### config.mk
export PLATFORM = sky130hd
export DESIGN_NAME = bre_front
export DESIGN_NICKNAME = d
export VERILOG_FILES = /design/src/design/bre_pkg.sv /design/src/design/bre_front.sv
export SDC_FILE = /design/constraint.sdc
export NUM_CORES = 1
export LEC_CHECK = 0
export BUFFER_PORTS_ARGS = -buffer_cell sky130_fd_sc_hd__buf_2
export CAP_MARGIN = 20
export CORE_ASPECT_RATIO = 0.6
export CORE_MARGIN = 2
export CORE_UTILIZATION = 40
export CTS_CLUSTER_SIZE = 24
export DETAILED_ROUTE_END_ITERATION = 10
export HOLD_SLACK_MARGIN = 0.15
export PLACE_DENSITY_LB_ADDON = 0.3
export RECOVER_POWER = 25
export SLEW_MARGIN = 10
export SYNTH_ARGS = -nofsm -noshare
export SYNTH_HDL_FRONTEND = slang
export SYNTH_SLANG_ARGS = --single-unit
### constraint.sdc
create_clock -name clock -period 15.4 [get_ports clock]
set_clock_uncertainty 0.2 [all_clocks]
set_input_delay 1.54 -clock clock [delete_from_list [all_inputs] [get_ports clock]]
set_output_delay 1.54 -clock clock [all_outputs]
set_load 0.1 [all_outputs]
### src/design/bre_pkg.sv
package bre_pkg;

   localparam int LEN_W = 17;
   localparam int INSIDE_W = 16;
   localparam int LOG_FRAC_W = 24;
   localparam int LOG_W = 29;
   localparam int DIV_W = 64;

   localparam logic [LEN_W-1:0] LEN_CAP = 17'd131071;
   localparam logic [19:0] PI_Q16 = 20'd205887;
   localparam logic [27:0] CHI_CAP = 28'd267386880;
   localparam logic [15:0] ENT_CAP = 16'd32768;

   localparam logic [2:0] CSR_MIN_LENGTH = 3'd0;
   localparam logic [2:0] CSR_STRONG_LIMIT = 3'd1;
   localparam logic [2:0] CSR_WEAK_LIMIT = 3'd2;
   localparam logic [2:0] CSR_PI_TOLERANCE = 3'd3;

   localparam logic [1:0] CONF_NONE = 2'd0;
   localparam logic [1:0] CONF_WEAK = 2'd1;
   localparam logic [1:0] CONF_STRONG = 2'd2;

   typedef struct packed {
      logic [12:0] min_length;
      logic [15:0] strong_entropy_limit;
      logic [15:0] weak_entropy_limit;
      logic [18:0] pi_tolerance;
   } cfg_type;

   typedef struct packed {
      logic [7:0] data_byte;
      logic sampled;
      logic last_byte;
      logic [LEN_W-1:0] count;
      logic [INSIDE_W-1:0] circle_pairs;
   } entry_type;

   typedef struct packed {
      logic [15:0] entropy_q12;
      logic [27:0] chi_square_q8;
      logic [18:0] pi_estimate_q16;
      logic looks_encrypted;
      logic [1:0] confidence_code;
   } result_type;

   typedef struct packed {
      logic start;
      logic [DIV_W-1:0] num;
      logic [DIV_W-1:0] den;
   } div_req_type;

   typedef struct packed {
      logic done;
      logic [DIV_W-1:0] quo;
   } div_rsp_type;

endpackage

### src/design/bre_front.sv
module bre_front #(
   parameter int SAMPLE_MAX = 4096
) (
   input logic clock,
   input logic reset,
   input logic req_push,
   input logic [7:0] req_data_byte,
   input logic req_last_byte,
   input logic q_full,
   output logic q_push,
   output bre_pkg::entry_type q_entry
);

   logic [bre_pkg::LEN_W-1:0] cnt_ff, cnt_in;
   logic phase_ff, phase_in;
   logic [7:0] held_ff, held_in;
   logic [bre_pkg::INSIDE_W-1:0] inside_ff, inside_in;
   logic sampled;
   logic [16:0] radius;
   logic [bre_pkg::LEN_W-1:0] cnt_next;
   logic [bre_pkg::INSIDE_W-1:0] inside_next;

   always_comb begin
      q_push = req_push & ~q_full;
      sampled = cnt_ff < bre_pkg::LEN_W'(SAMPLE_MAX);
      radius = 17'(16'(held_ff) * 16'(held_ff))
             + 17'(16'(req_data_byte) * 16'(req_data_byte));
      cnt_next = (cnt_ff < bre_pkg::LEN_CAP) ? cnt_ff + 1'b1 : cnt_ff;
      inside_next = inside_ff;
      if (sampled && phase_ff && radius <= 17'd65025) begin
         inside_next = inside_ff + 1'b1;
      end
      q_entry.data_byte = req_data_byte;
      q_entry.sampled = sampled;
      q_entry.last_byte = req_last_byte;
      q_entry.count = cnt_next;
      q_entry.circle_pairs = inside_next;
      cnt_in = cnt_ff;
      phase_in = phase_ff;
      held_in = held_ff;
      inside_in = inside_ff;
      if (q_push) begin
         if (req_last_byte) begin
            cnt_in = '0;
            phase_in = 1'b0;
            held_in = '0;
            inside_in = '0;
         end else begin
            cnt_in = cnt_next;
            inside_in = inside_next;
            if (sampled) begin
               phase_in = ~phase_ff;
               if (!phase_ff) begin
                  held_in = req_data_byte;
               end
            end
         end
      end
   end

   always_ff @(posedge clock) begin
      if (reset) begin
         cnt_ff <= '0;
         phase_ff <= 1'b0;
         held_ff <= '0;
         inside_ff <= '0;
      end else begin
         cnt_ff <= cnt_in;
         phase_ff <= phase_in;
         held_ff <= held_in;
         inside_ff <= inside_in;
      end
   end

endmodule

==> results.toml <==
[run_status]
status = "finished, final reports clean"

[cts]
cts_hold_buffers = 0
tritoncts = "done"
cts_made_buffers = 5
post_cts_buffers = 0
cts_resized = 0
cts-root-buf = "clkbuf_16"
cts_sinks = 42
cts-htree-levels = 2
cts.path.max_buffers = 2
insertion_delay_ns = 0.29
clk_pin_slew_worst_paths_ns = 0.07

[global_routing]
gr-usage-met2 = 0.3031
grtUsageMet1 = 0.2831
use_met3 = 0.03169
grt_usage = 0.1903
grt_overflow = 0
grt_pass1_vias = 5075
top_usage_layer = "met2"
grt_max_degree = 30
antenna_found_initial = 0
grt_pass1_wl_um = 24960

[sta]
setup_viol = 0
whs_ns = 0.2897
rsz0062_at_grt = "no"
finalMaxSlewViolations = 0
tightest_slew_ns = 1.304
hold_viol_final = 0
fin_crit_sh = 0.6472
period_needed_ns = 9.968
setup-tns-final_ns = 0
fmax_ghz = 0.1003
relSlewSlack = 0.1213

[critical_path]
path_cells = "buf_2 > inv_1 > nor2_1 > fa_1 > fa_1 > fa_1 > fa_1 > fa_1 > inv_1 > fa_1 > inv_1 > ha_1 > and3_1 > a221oi_2 > mux2i_1 > nand4b_4 > nor4b_4 > a21oi_2 > and4_1 > xor2_1 > buf_2"
rr_worst_depth = 19
cp-end-kind = "primary output"
critPathRequiredTime_ns = 13.66
start_kind = "input port"
r2r_start = "held_ff[6]$_SDFFE_PP0P_"
critPathKind = "input port to primary output"
critPathMaxFanout = 16
critical_path_arrival_ns = 8.23
cp_common_cell = "fa_1"
r2r-end = "inside_ff[3]$_SDFFE_PP0P_"
slowest_delay_ns = 0.54
cp_slowest_cell = "fa_1"
rrSetupSlack_ns = 8.41

[die]
core_area_um2 = 14720
die_area_um2 = 16300
die_x_um = 163.5
dieHeight_um = 99.69
rows = 34
start_util = 0.4147
ios = 57

[routing]
wl_um = 14810
route.detailed.drc = 0
via_count = 5020
drt-initial-drc-count = 434
dr.pass1.iters = 5
vias_per_cell = 5.421
wl_per_cell_um = 15.99
final_antenna_net_count = 0

[logic_synthesis]
async_flop_share = 0
synth_flop_cell = "dfxtp_1"
synth_edf_count = 0
ys_seq_area_frac = 0.1377
synth_cells = 700
ys_types = 58
yosysTopAreaCellShare = 0.2492
synth_area_um2 = 6105
synth.area.top_cells = "fa_1 (25%), dfxtp_1 (14%), ha_1 (12%), inv_1 (6.5%), and2_1 (4.3%)"
syn_avg_cell_area_um2 = 8.721
synth_nets = 848
yosys_warnings = 0
ys_seq_elements = 42
yosys.area.top_type = "fa_1"

[hold_path]
hold_path_startpoint = "inside_ff[15]$_SDFFE_PP0P_"
hold_path.class = "flip-flop to flip-flop"
holdPathEnd = "inside_ff[15]$_SDFFE_PP0P_"
whs_path_depth = 1

[power]
power.switching_uw = 273.9
p_int_uw = 306.7
ir_worst_vdd_v = 0.00007514
netSwitchingFraction = 0.4717
p_comb_frac = 0.612
seq_power_share = 0.193
power.total_uw = 580.5
leakagePower_uw = 0.003142
pwr-share-clk = 0.195
p_per_area_nw_per_um2 = 88.06

[placement]
gp_congestion = 0.9416
io_buffers = 56
dp_hpwl_um = 11980

[flow_run]
max-cap-violations = 0

[final_layout]
drive_gt1_frac = 0.09478
nNetsFinal = 875
diodes = 0
area_growth_pct = 7.993
==> worst max-delay path: cells and delay by family <==
kind / cells / cell delay [ns]
AOI/OAI and AO/OA: 2 / 0.59
xor gates and xnor gates: 1 / 0.13
adders and majority gates: 7 / 3.44
buffers and inverters: 5 / 0.85
muxes: 1 / 0.33
and+or+nand+nor: 5 / 1.32
==> stage by stage <==
step / util / std cells / setup slack (ns) / area, um2
floorplan: - / 700 / 4.995 / 6105
CTS: 0.4486 / 926 / 5.398 / 6603
global placement: 0.4383 / 918 / 5.563 / 6451
detailed placement: 0.4383 / 918 / 5.411 / 6451
global route: 0.4479 / 926 / 5.073 / 6593
finish: 0.4479 / 926 / 5.432 / 6593
==> power by group through the flow <==
stage	clock network (uW)	registers (uW)	logic (uW)
global route	119	112	409
floorplan	0	113	297
detailed placement	0	114	354
finish	113	112	356
CTS	116	112	356
global placement	0	114	345
==> sequential cells by signal, indices dropped and copies added, names as in the netlist <==
| register | cells |
|---|---|
| cnt_ff | 17 |
| inside_ff | 16 |
| held_ff | 8 |
| phase_ff | 1 |
==> layout make-up <==
class	count	area (um2)
fillers	1512	8127
multi-input cells	513	4669
flip-flops and latches	42	840.8
inverters	108	405.4
repair buffers	57	277.8
well taps	198	247.7
clock buffers	6	138.9
clock inverters	2	12.51
==> worst max path at each step <==
stage / startpoint / endpoint / slack, ns / cells past startpoint
2_1_floorplan: req_data_byte[5] / q_entry[4] / 4.99 / 20
3_3_place_gp: req_data_byte[5] / q_entry[4] / 5.56 / 21
3_5_place_dp: req_data_byte[5] / q_entry[4] / 5.41 / 21
4_1_cts: req_data_byte[5] / q_entry[4] / 5.40 / 21
5_1_grt: req_data_byte[5] / q_entry[4] / 5.07 / 21
6_report: req_data_byte[5] / q_entry[4] / 5.43 / 21
==> cell families after synthesis <==
kind of cell,Yosys count,synth area share
AND/OR/NAND/NOR,211,0.1859
adder cells (fa/ha/maj),135,0.3702
flip-flops,42,0.1377
multiplexers,6,0.01004
buffers and inverters,145,0.09736
XOR/XNOR,44,0.06313
AO/OA/AOI/OAI,117,0.1357
==> synth_stat cells (6+ instances only) <==
master,number
ha_1,59
nand3_1,18
and3_1,12
nor2b_1,8
fa_1,76
nor2_1,33
inv_1,106
nor3_1,12
a22oi_1,13
a21oi_1,22
xnor2_1,30
buf_4,10
a31oi_1,9
clkbuf_1,22
dfxtp_1,42
nand4_1,8
o21ai_0,18
a32o_1,6
xor2_1,14
and2_1,42
nand2_1,53
a21o_1,10
==> cells in the final DEF (no fill, tap or decap), types with 6 or more instances in the layout <==
cell / instances
a22oi_1: 13
inv_1: 106
xnor2_1: 30
nand2_1: 53
dfxtp_1: 42
and2_1: 41
o21ai_0: 19
a21o_1: 10
xor2_1: 14
nor2_1: 33
a31oi_1: 9
nor3_1: 12
fa_1: 76
a32o_1: 6
nand3_1: 18
buf_2: 48
clkbuf_1: 8
nor2b_1: 8
ha_1: 59
nand4_1: 8
and3_1: 12
a21oi_1: 22
==> metal layers <==
metal,vias to the layer above,share of wire
met1,2492,0.50
met4,0,0.0028
met2,138,0.44
li1,2386,-
met5,-,0
met3,4,0.059
Power figures use the tool's default switching activity.
