### src/design/bre_pkg.sv
package bre_pkg;

   localparam int LEN_W = 17;
   localparam int INSIDE_W = 16;
   localparam int LOG_FRAC_W = 24;
   localparam int LOG_W = 29;
   localparam int DIV_W = 64;

   localparam logic [LEN_W-1:0] LEN_CAP = 17'd131071;
   localparam logic [19:0] PI_Q16 = 20'd205887;
   localparam logic [27:0] CHI_CAP = 28'd267386880;
   localparam logic [15:0] ENT_CAP = 16'd32768;

   localparam logic [2:0] CSR_MIN_LENGTH = 3'd0;
   localparam logic [2:0] CSR_STRONG_LIMIT = 3'd1;
   localparam logic [2:0] CSR_WEAK_LIMIT = 3'd2;
   localparam logic [2:0] CSR_PI_TOLERANCE = 3'd3;

   localparam logic [1:0] CONF_NONE = 2'd0;
   localparam logic [1:0] CONF_WEAK = 2'd1;
   localparam logic [1:0] CONF_STRONG = 2'd2;

   typedef struct packed {
      logic [12:0] min_length;
      logic [15:0] strong_entropy_limit;
      logic [15:0] weak_entropy_limit;
      logic [18:0] pi_tolerance;
   } cfg_type;

   typedef struct packed {
      logic [7:0] data_byte;
      logic sampled;
      logic last_byte;
      logic [LEN_W-1:0] count;
      logic [INSIDE_W-1:0] circle_pairs;
   } entry_type;

   typedef struct packed {
      logic [15:0] entropy_q12;
      logic [27:0] chi_square_q8;
      logic [18:0] pi_estimate_q16;
      logic looks_encrypted;
      logic [1:0] confidence_code;
   } result_type;

   typedef struct packed {
      logic start;
      logic [DIV_W-1:0] num;
      logic [DIV_W-1:0] den;
   } div_req_type;

   typedef struct packed {
      logic done;
      logic [DIV_W-1:0] quo;
   } div_rsp_type;

endpackage

### src/design/bre_fifo.sv
module bre_fifo (
   input logic clock,
   input logic reset,
   input logic push,
   input bre_pkg::entry_type push_entry,
   output logic full,
   input logic pop,
   output bre_pkg::entry_type pop_entry,
   output logic empty
);

   localparam int DEPTH = 4;
   localparam int AW = $clog2(DEPTH);

   bre_pkg::entry_type store [DEPTH];
   logic [AW-1:0] wr_ff, wr_in, rd_ff, rd_in;
   logic [AW:0] fill_ff, fill_in;
   logic do_push, do_pop;

   always_comb begin
      full = fill_ff == (AW+1)'(DEPTH);
      empty = fill_ff == '0;
      do_push = push & ~full;
      do_pop = pop & ~empty;
      pop_entry = store[rd_ff];
      wr_in = do_push ? wr_ff + 1'b1 : wr_ff;
      rd_in = do_pop ? rd_ff + 1'b1 : rd_ff;
      fill_in = fill_ff + (AW+1)'(do_push) - (AW+1)'(do_pop);
   end

   always_ff @(posedge clock) begin
      if (do_push) begin
         store[wr_ff] <= push_entry;
      end
   end

   always_ff @(posedge clock) begin
      if (reset) begin
         wr_ff <= '0;
         rd_ff <= '0;
         fill_ff <= '0;
      end else begin
         wr_ff <= wr_in;
         rd_ff <= rd_in;
         fill_ff <= fill_in;
      end
   end

endmodule

### config.mk
export PLATFORM = sky130hd
export DESIGN_NAME = bre_fifo
export DESIGN_NICKNAME = d
export VERILOG_FILES = /design/src/design/bre_pkg.sv /design/src/design/bre_fifo.sv
export SDC_FILE = /design/constraint.sdc
export NUM_CORES = 1
export LEC_CHECK = 0
export ABC_AREA = 1
export BUFFER_PORTS_ARGS = -buffer_cell sky130_fd_sc_hd__buf_4
export CAP_MARGIN = 20
export CORE_AREA = 2 2 120 122
export CTS_CLUSTER_SIZE = 40
export DETAILED_ROUTE_END_ITERATION = 10
export DIE_AREA = 0 0 122 124
export PLACE_DENSITY = 0.72
export SETUP_SLACK_MARGIN = 0.5
export SLEW_MARGIN = 15
export SYNTH_ARGS = -nofsm -noshare
export SYNTH_HDL_FRONTEND = slang
export SYNTH_SLANG_ARGS = --single-unit
export TNS_END_PERCENT = 50
### constraint.sdc
create_clock -name clock -period 3.9 [get_ports clock]
set_clock_uncertainty 0.05 [all_clocks]
set_input_delay 0.78 -clock clock [delete_from_list [all_inputs] [get_ports clock]]
set_output_delay 0.78 -clock clock [all_outputs]
set_load 0.005 [all_outputs]
==> flow_metrics.py, run 1 <==
metrics = {
    "run_status": {
        "status": "complete, no violations",
    },
    "flow_run": {
        "cap_violations": 0,
    },
    "sta": {
        "setup_ws_ns": 0.885,
        "timing.hold.ws_ns": 0.447,
        "worst_slew_pin_slew_ns": 0.825,
        "relSlewSlack": 0.450,
        "min_period_ns": 3.02,
        "tns_ns": 0,
        "finalSetupViolations": 0,
        "post-route-period-util": 0.773,
        "max_freq_mhz": 332,
        "rsz0062_at_grt": "false",
        "final_hold_viol_count": 0,
        "slew_violations": 0,
    },
    "global_route": {
        "grt_pass1_wl_um": 21200,
        "antenna_found_initial": 0,
        "gr-total-overflow": 0,
        "grtUsageTotal": 0.191,
        "grt_max_degree": 87,
        "grt_pass1_vias": 4240,
    },
    "logic_synthesis": {
        "synth_seq_cells": 181,
        "seq_area_frac_synth": 0.781,
        "synth.distinct_cells": 17,
        "syn_area_per_cell_sq_um": 14.1,
        "syn_area_sq_um": 6840,
        "synth_area_leader_cell": "edfxtp_1",
        "synth_top_area_frac": 0.755,
        "synthTopCellsByArea": "edfxtp_1, o21ai_0, nor2_1",
        "ys_warn_count": 0,
        "netlist_instances": 484,
        "synth.net_count": 538,
    },
    "layout": {
        "drive_gt1_frac": 0.229,
        "area_growth_pct": 21.6,
        "fin_nets": 630,
        "finalNonFillerCells": 769,
        "n_antenna_cell": 0,
        "seq_area_sq_um": 5350,
        "multi_input_area_sq_um": 1290,
        "nFillCells": 1053,
    },
    "setup_path": {
        "crit_required_ns": 3.07,
        "endpoint_kind": "output pin",
        "critical_path_class": "reg -> out",
        "r2r_cells": 10,
        "cp_data_arrival_time_ns": 2.19,
        "cp_max_fo": 86,
        "start_kind": "flip-flop",
    },
    "placed_design": {
        "dp_slack_ns": 1.39,
        "hpwl_um": 7810,
        "placed_cells": 737,
        "gp_congestion": 0.758,
        "portBuffers": 91,
    },
    "floorplanning": {
        "die_area_sq_um": 15100,
        "die_h_um": 124,
        "die_w_um": 122,
        "core_area_sq_um": 13700,
        "start_util": 0.499,
        "std_cell_rows": 43,
        "ioPinCount": 92,
    },
    "hold_path": {
        "hold_class": "reg -> reg",
        "hold_depth": 2,
    },
    "clock_tree": {
        "post_cts_buffers": 0,
        "clk-insertion-delay-late_ns": 0.42,
        "cts_resized": 0,
        "clkTransAtPathRegs_ns": 0.06,
        "cts_buffers": 17,
        "cts_max_level": 4,
        "cts_buffer_depth": 2,
        "cts_hold_buf": 0,
        "tritoncts": "done",
        "cts.sinks": 181,
        "clock-root-buffer": "clkbuf_16",
    },
    "power": {
        "leakage_uw": 0.00298,
        "powerDensity_nw_per_um2": 659,
        "total_power_uw": 5480,
        "vdd_drop_max_mv": 0.387,
    },
    "drt": {
        "wl_um": 14000,
        "routed_via_density": 5.51,
        "drt_iter0_drc": 491,
        "ant_nets": 0,
        "dr.pass1.iters": 5,
        "vias": 4241,
        "wire_per_inst_um": 18.2,
        "drc": 0,
    },
}
==> cell usage in the layout (no fill, tap or decap) <==
cell / count
edfxtp_1: 172
buf_4: 99
nor2_1: 96
o21ai_0: 79
o22ai_1: 43
inv_1: 18
clkbuf_16: 17
nand2_1: 12
o21ai_1: 7
dfxtp_1: 7
ha_1: 6
a21oi_1: 5
bufinv_16: 5
nor2_4: 4
nand3_1: 4
clkinv_1: 3
inv_2: 2
dfxtp_2: 2
clkinvlp_4: 2
clkinv_4: 2
fa_1: 1
clkbuf_1: 1
clkinv_2: 1
inv_6: 1
==> layout make-up <==
| type | instances | share of cell area |
|---|---|---|
| Multi-Input combinational cell | 257 | 0.155 |
| Timing Repair Buffer | 99 | 0.0894 |
| Inverter | 20 | 0.00903 |
| Clock inverter | 14 | 0.0250 |
| Clock buffer | 18 | 0.0516 |
| Sequential cell | 181 | 0.643 |
| Tap cell | 180 | 0.0271 |
==> synth_stat cells <==
cell type and instances:
ha_1 6, fa_1 1, inv_2 2, nor2_1 100
a21oi_1 5, nand3_1 4, inv_1 18, dfxtp_1 9
buf_6 5, o21ai_0 79, buf_4 5, o21ai_1 7
buf_2 5, edfxtp_1 172, nand2_1 12, clkbuf_1 11
o22ai_1 43
==> state kept, by name (all words and copies together), names as in the netlist, named ones only <==
name and count:
rd_ff 2, wr_ff 2, store 172, fill_ff 3
==> stage by stage <==
stage          utilization  instance area [sq um]
6_report             0.606                   8320
5_1_grt              0.606                   8320
4_1_cts              0.606                   8320
3_5_place_dp         0.560                   7680
3_3_place_gp         0.560                   7680
2_1_floorplan            -                   6840
==> worst max-delay path, stage by stage, from the launching register on <==
cell     delay [ns]
dfxtp_2        0.33
buf_4          0.60
o21ai_0        0.29
o22ai_1        0.34
buf_4          0.17
==> worst paths after layout <==
path	startpoint	to	slack [ns]
hold reg to reg	rd_ff[0]	rd_ff[0]	0.45
setup reg to reg	fill_ff[1]	fill_ff[2]	1.70
hold / removal	rd_ff[0]	rd_ff[0]	0.45
setup / recovery	flip-flop	pop_entry[9]	0.88
==> kinds of logic after synthesis <==
family / after synthesis / share of synthesized area
flops: 181 / 0.781
compound gates: 134 / 0.106
simple gates: 116 / 0.0644
buf+inv: 46 / 0.0344
fa+ha+maj: 7 / 0.0139
==> metal layers <==
metal	GRT usage	routed length, um	up-vias
met5	0	0	-
met4	0.0625	154	0
met3	0.0595	1000	13
met2	0.314	7040	147
met1	0.242	5800	2112
li1	-	-	1969
==> report_power, final <==
part,internal (uW),total [uW],leakage [uW],switching (uW)
clock network,1130,1810,0.000303,676
logic,499,1250,0.00103,749
registers,2370,2430,0.00165,58.1
No activity file was read; power rests on OpenSTA's default activity.
==> run 2: changes to the inputs <==
Settings changed: ABC_AREA 1 to 0, PLACE_DENSITY 0.72 to 0.74.
Clock period 3.9 ns to 2.73 ns, I/O delays scaled along.
==> run 2 against run 1 <==
Effect of this change:
- power rose by 41%
- core utilization up 0.61 points
- synthesized cell count fell by 43%
- count of clock-buffer cells in the layout is the same
- non-clock buffer count rose by 4
- critical path depth is 1 lower
- combinational power grew 47%
- clock power rose by 32%
- register-to-register slack worse by 1.2 ns
- worst hold slack worse by 0.18 ns
- final cell count decreased by 25%
- synthesized area is 1.4% lower
- critical path type unchanged
- critical endpoint is now pop_entry[17]
- largest power group unchanged
==> flow_metrics.py, run 2 <==
metrics = {
    "clock_tree": {
        "cts_max_level": 4,
        "clkTransAtPathRegs_ns": 0.07,
        "tritoncts": "done",
        "clk-insertion-delay-late_ns": 0.43,
        "cts.sinks": 181,
        "cts_hold_buf": 0,
        "clock-root-buffer": "clkbuf_16",
        "cts_buffer_depth": 2,
        "cts_buffers": 17,
    },
    "hold_path": {
        "hold_depth": 1,
        "hold_start": "push_entry[26]",
        "whs_endpoint": "store[3][26]",
        "hold_class": "in -> reg",
    },
    "setup_path": {
        "start_kind": "flip-flop",
        "endpoint_kind": "output pin",
        "crit_path_max_incr_delay_ns": 0.53,
        "r2r_cells": 10,
        "cp_data_arrival_time_ns": 1.78,
        "r2r-start": "fill_ff[2]",
        "reg2reg_to": "fill_ff[2]",
        "critical_path_class": "reg -> out",
        "crit_required_ns": 2.13,
        "crit_chain": "clkbuf_16 > mux4_2 > buf_6",
        "cp_slowest_cell": "mux4_2",
        "regToRegSetupSlack_ns": 0.54,
        "path_delay_family": "multiplexers",
        "cp_num_buf_inv": 2,
        "cp_max_fo": 8,
    },
    "sta": {
        "slew_violations": 0,
        "relSlewSlack": 0.768,
        "timing.hold.ws_ns": 0.270,
        "rsz0062_at_grt": "true",
        "worst_slew_pin_slew_ns": 0.346,
        "min_period_ns": 2.38,
        "final_hold_viol_count": 0,
        "setup_ws_ns": 0.353,
        "post-route-period-util": 0.871,
        "tns_ns": 0,
        "finalSetupViolations": 0,
        "max_freq_mhz": 421,
    },
    "logic_synthesis": {
        "synth_common_cells": "edfxtp_1, mux4_2, dfxtp_1, inv_1, ha_1",
        "synth.most_common_cell": "edfxtp_1",
        "seq_area_frac_synth": 0.793,
        "synth_top_area_frac": 0.766,
        "syn_area_per_cell_sq_um": 24.4,
        "async_reset_ff_frac": 0,
        "netlist_instances": 276,
        "synth-main-ff-cell": "edfxtp_1",
        "synth.distinct_cells": 25,
        "synth_area_leader_cell": "edfxtp_1",
        "synth_edf_count": 172,
        "synth_seq_cells": 181,
        "synthTopCellsByArea": "edfxtp_1, mux4_2, dfxtp_1",
        "ys_warn_count": 0,
        "syn_area_sq_um": 6740,
        "synth.net_count": 330,
    },
    "placed_design": {
        "portBuffers": 91,
        "gp_congestion": 0.729,
        "hpwl_um": 6490,
        "dp_slack_ns": 0.245,
        "placed_cells": 543,
    },
    "floorplanning": {
        "std_cell_rows": 43,
        "ioPinCount": 92,
        "die_w_um": 122,
        "start_util": 0.491,
        "die_area_sq_um": 15100,
        "die_h_um": 124,
        "core_area_sq_um": 13700,
    },
    "drt": {
        "dr.pass1.iters": 4,
        "routed_via_density": 5.27,
        "ant_nets": 0,
        "drc": 0,
        "drt_iter0_drc": 262,
        "vias": 3057,
        "wire_per_inst_um": 19.4,
        "wl_um": 11300,
    },
    "global_route": {
        "gr-total-overflow": 0,
        "antenna_found_initial": 0,
        "grtUsageTotal": 0.161,
        "grt_pass1_wl_um": 17300,
        "grt_pass1_vias": 3265,
        "grt_max_degree": 44,
    },
    "power": {
        "powerDensity_nw_per_um2": 918,
        "leakage_uw": 0.00287,
        "vdd_drop_max_mv": 0.431,
    },
    "layout": {
        "regMostFlops": "store",
        "largest_reg_flops": 172,
        "finalNonFillerCells": 580,
        "reg_top3": "store: 172 flops, fill_ff: 3 flops",
        "final_common_cell": "edfxtp_1",
        "drive_gt1_frac": 0.463,
        "area_growth_pct": 24.6,
        "mostFrequentLayoutCells": "edfxtp_1, buf_4, mux4_2",
        "fin_util": 0.612,
        "n_antenna_cell": 0,
        "fin_nets": 441,
    },
    "flow_run": {
        "cap_violations": 0,
    },
    "run_status": {
        "status": "complete, no violations",
    },
}
## run 2: area by class of cell
type	instances	area [sq um]
clock buffer	18	429
sequential	181	5350
tap	180	225
fill	985	5320
clock inverter	14	159
timing repair buffer	103	952
multi-input combinational	76	1250
inverter	8	30.0
## run 2: cells by family after synthesis
logic type | share of synthesized area
multiplexers | 0.147
adder cells (fa/ha/maj) | 0.0141
AO/OA/AOI/OAI | 0.00483
XOR/XNOR | 0.00390
buffers and inverters | 0.0221
flip-flops | 0.793
AND/OR/NAND/NOR | 0.0154
## run 2: how the worst max path moves through the flow
stage                          from             to  slack [ns]  cells after the start
after floorplan                push    store[0][0]        0.37                      3
after global placement         push     fill_ff[2]        0.35                     11
after detailed placement       push     fill_ff[2]        0.25                     11
after CTS                 flip-flop  pop_entry[41]        0.34                      3
after global routing      flip-flop  pop_entry[17]        0.31                      3
final                     flip-flop  pop_entry[17]        0.35                      3
## run 2: where the power goes
group	internal (uW)	switching [uW]	total (uW)
combinational	1120	718	1840
sequential	3340	134	3480
clock	1430	963	2390
## run 2: stage by stage
step	cell area, sq um	power (uW)
4_1_cts	8290	7630
6_report	8400	7710
3_3_place_gp	7680	5190
3_5_place_dp	7680	5220
5_1_grt	8400	8060
2_1_floorplan	6740	4510
## run 2: layer usage
layer	vias up	track usage	wire, um
li1	1368	-	-
met1	1578	0.203	4800
met2	92	0.261	5670
met3	19	0.0444	570
met4	0	0.0754	232
met5	-	0	0
## run 2: what timing repair did
action	4_1_cts	5_1_grt
gates resized for setup	1	20
cloned	0	2
buffers inserted	3	0
endpoints found under the setup margin	44	45
==> run 3: changes to the inputs <==
Settings changed: SETUP_SLACK_MARGIN 0.5 to 0.15.
==> run 3 against run 2 <==
Effect of this change:
- wire length is 2.8% higher
- core utilization is 0.36 points lower
- sequential power hardly changed
- critical path type unchanged
- critical endpoint is now pop_entry[42]
==> flow_metrics.py, run 3 (synthesis results as in run 2) <==
metrics = {
    "layout": {
        "mostFrequentLayoutCells": "edfxtp_1, buf_4, mux4_2",
        "area_growth_pct": 23.9,
        "largest_reg_flops": 172,
        "regMostFlops": "store",
        "nFillCells": 978,
        "n_antenna_cell": 0,
        "final_common_cell": "edfxtp_1",
        "reg_top3": "store: 172 flops, fill_ff: 3 flops",
        "fin_nets": 443,
        "drive_gt1_frac": 0.456,
    },
    "power": {
        "powerDensity_nw_per_um2": 907,
        "total_power_uw": 7580,
        "vdd_drop_max_mv": 0.406,
        "leakage_uw": 0.00285,
    },
    "sta": {
        "worst_slew_pin_slew_ns": 0.501,
        "timing.hold.ws_ns": 0.274,
        "relSlewSlack": 0.666,
        "final_hold_viol_count": 0,
        "min_period_ns": 2.44,
        "max_freq_mhz": 409,
        "tns_ns": 0,
        "rsz0062_at_grt": "false",
        "finalSetupViolations": 0,
        "post-route-period-util": 0.895,
        "slew_violations": 0,
    },
    "floorplanning": {
        "die_area_sq_um": 15100,
        "start_util": 0.491,
        "die_w_um": 122,
        "die_h_um": 124,
        "ioPinCount": 92,
        "core_area_sq_um": 13700,
        "std_cell_rows": 43,
    },
    "clock_tree": {
        "cts_buffers": 17,
        "cts.sinks": 181,
        "clk-insertion-delay-late_ns": 0.42,
        "clkTransAtPathRegs_ns": 0.07,
        "cts_buffer_depth": 2,
        "tritoncts": "done",
        "cts_max_level": 4,
        "cts_resized": 0,
        "clock-root-buffer": "clkbuf_16",
    },
    "setup_path": {
        "cp_num_buf_inv": 2,
        "cp_data_arrival_time_ns": 1.85,
        "path_delay_family": "multiplexers",
        "start_kind": "flip-flop",
        "endpoint_kind": "output pin",
        "cp_common_cell": "buf_4",
        "critical_path_class": "reg -> out",
        "regToRegSetupSlack_ns": 0.37,
        "crit_chain": "buf_4 > mux4_2 > buf_4",
        "cp_max_fo": 12,
        "cp_slowest_cell": "mux4_2",
        "crit_path_max_incr_delay_ns": 0.52,
        "crit_required_ns": 2.13,
    },
    "placed_design": {
        "hpwl_um": 7240,
        "portBuffers": 91,
        "gp_congestion": 0.663,
    },
    "global_route": {
        "gr-total-overflow": 0,
        "grt_max_degree": 25,
        "antenna_found_initial": 0,
        "grtUsageTotal": 0.165,
        "grt_pass1_wl_um": 17700,
        "grt_pass1_vias": 3257,
    },
    "drt": {
        "ant_nets": 0,
        "wire_per_inst_um": 20.0,
        "dr.pass1.iters": 4,
        "routed_via_density": 5.23,
        "wl_um": 11600,
        "drt_iter0_drc": 180,
        "drc": 0,
        "vias": 3036,
    },
    "flow_run": {
        "cap_violations": 0,
    },
    "run_status": {
        "status": "complete, no violations",
    },
    "hold_path": {
        "hold_class": "in -> reg",
    },
}
==> run 3: per-stage QoR <==
stage,instance area (sq um),setup WS [ns],instances,utilization
global placement,7750,0.346,549,0.565
finish,8350,0.288,581,0.609
floorplan,6740,0.366,276,-
detailed placement,7750,0.256,549,0.565
global route,8350,0.184,581,0.609
CTS,8350,0.228,581,0.609
==> run 3: worst paths after layout <==
kind | start | endpoint | cells after the start
min reg2reg | rd_ff[1] | rd_ff[1] | 2
max | flip-flop | pop_entry[42] | 3
max reg2reg | fill_ff[1] | fill_ff[2] | 10
min | push_entry[25] | store[1][25] | 1
==> run 3: layout make-up <==
cell class              instances  area [sq um]  area share
repair buffers                105           908       0.109
clock inverters                13           156      0.0187
clock buffers                  18           429      0.0514
multi-input cells              76          1250       0.150
well taps                     180           225      0.0270
inverters                       8          30.0     0.00360
flip-flops and latches        181          5350       0.641
==> run 3: timing repair <==
item,in CTS,in global routing
setup endpoints to repair,25,0
setup buffers,1,0
hold buffers,0,0
==> run 3: routing by layer <==
layer,wire (um),track usage,part of all wire,up-vias
met1,4890,0.211,0.42,1577
li1,-,-,-,1374
met4,121,0.0704,0.010,0
met2,5910,0.261,0.51,76
met5,0,0,0,-
met3,678,0.0568,0.058,9
==> run 3: power by group <==
group	leakage [uW]	switching, uW	internal [uW]	total (uW)
registers	0.00165	127	3340	3470
logic	0.000925	692	1010	1710
clock network	0.000276	972	1430	2400
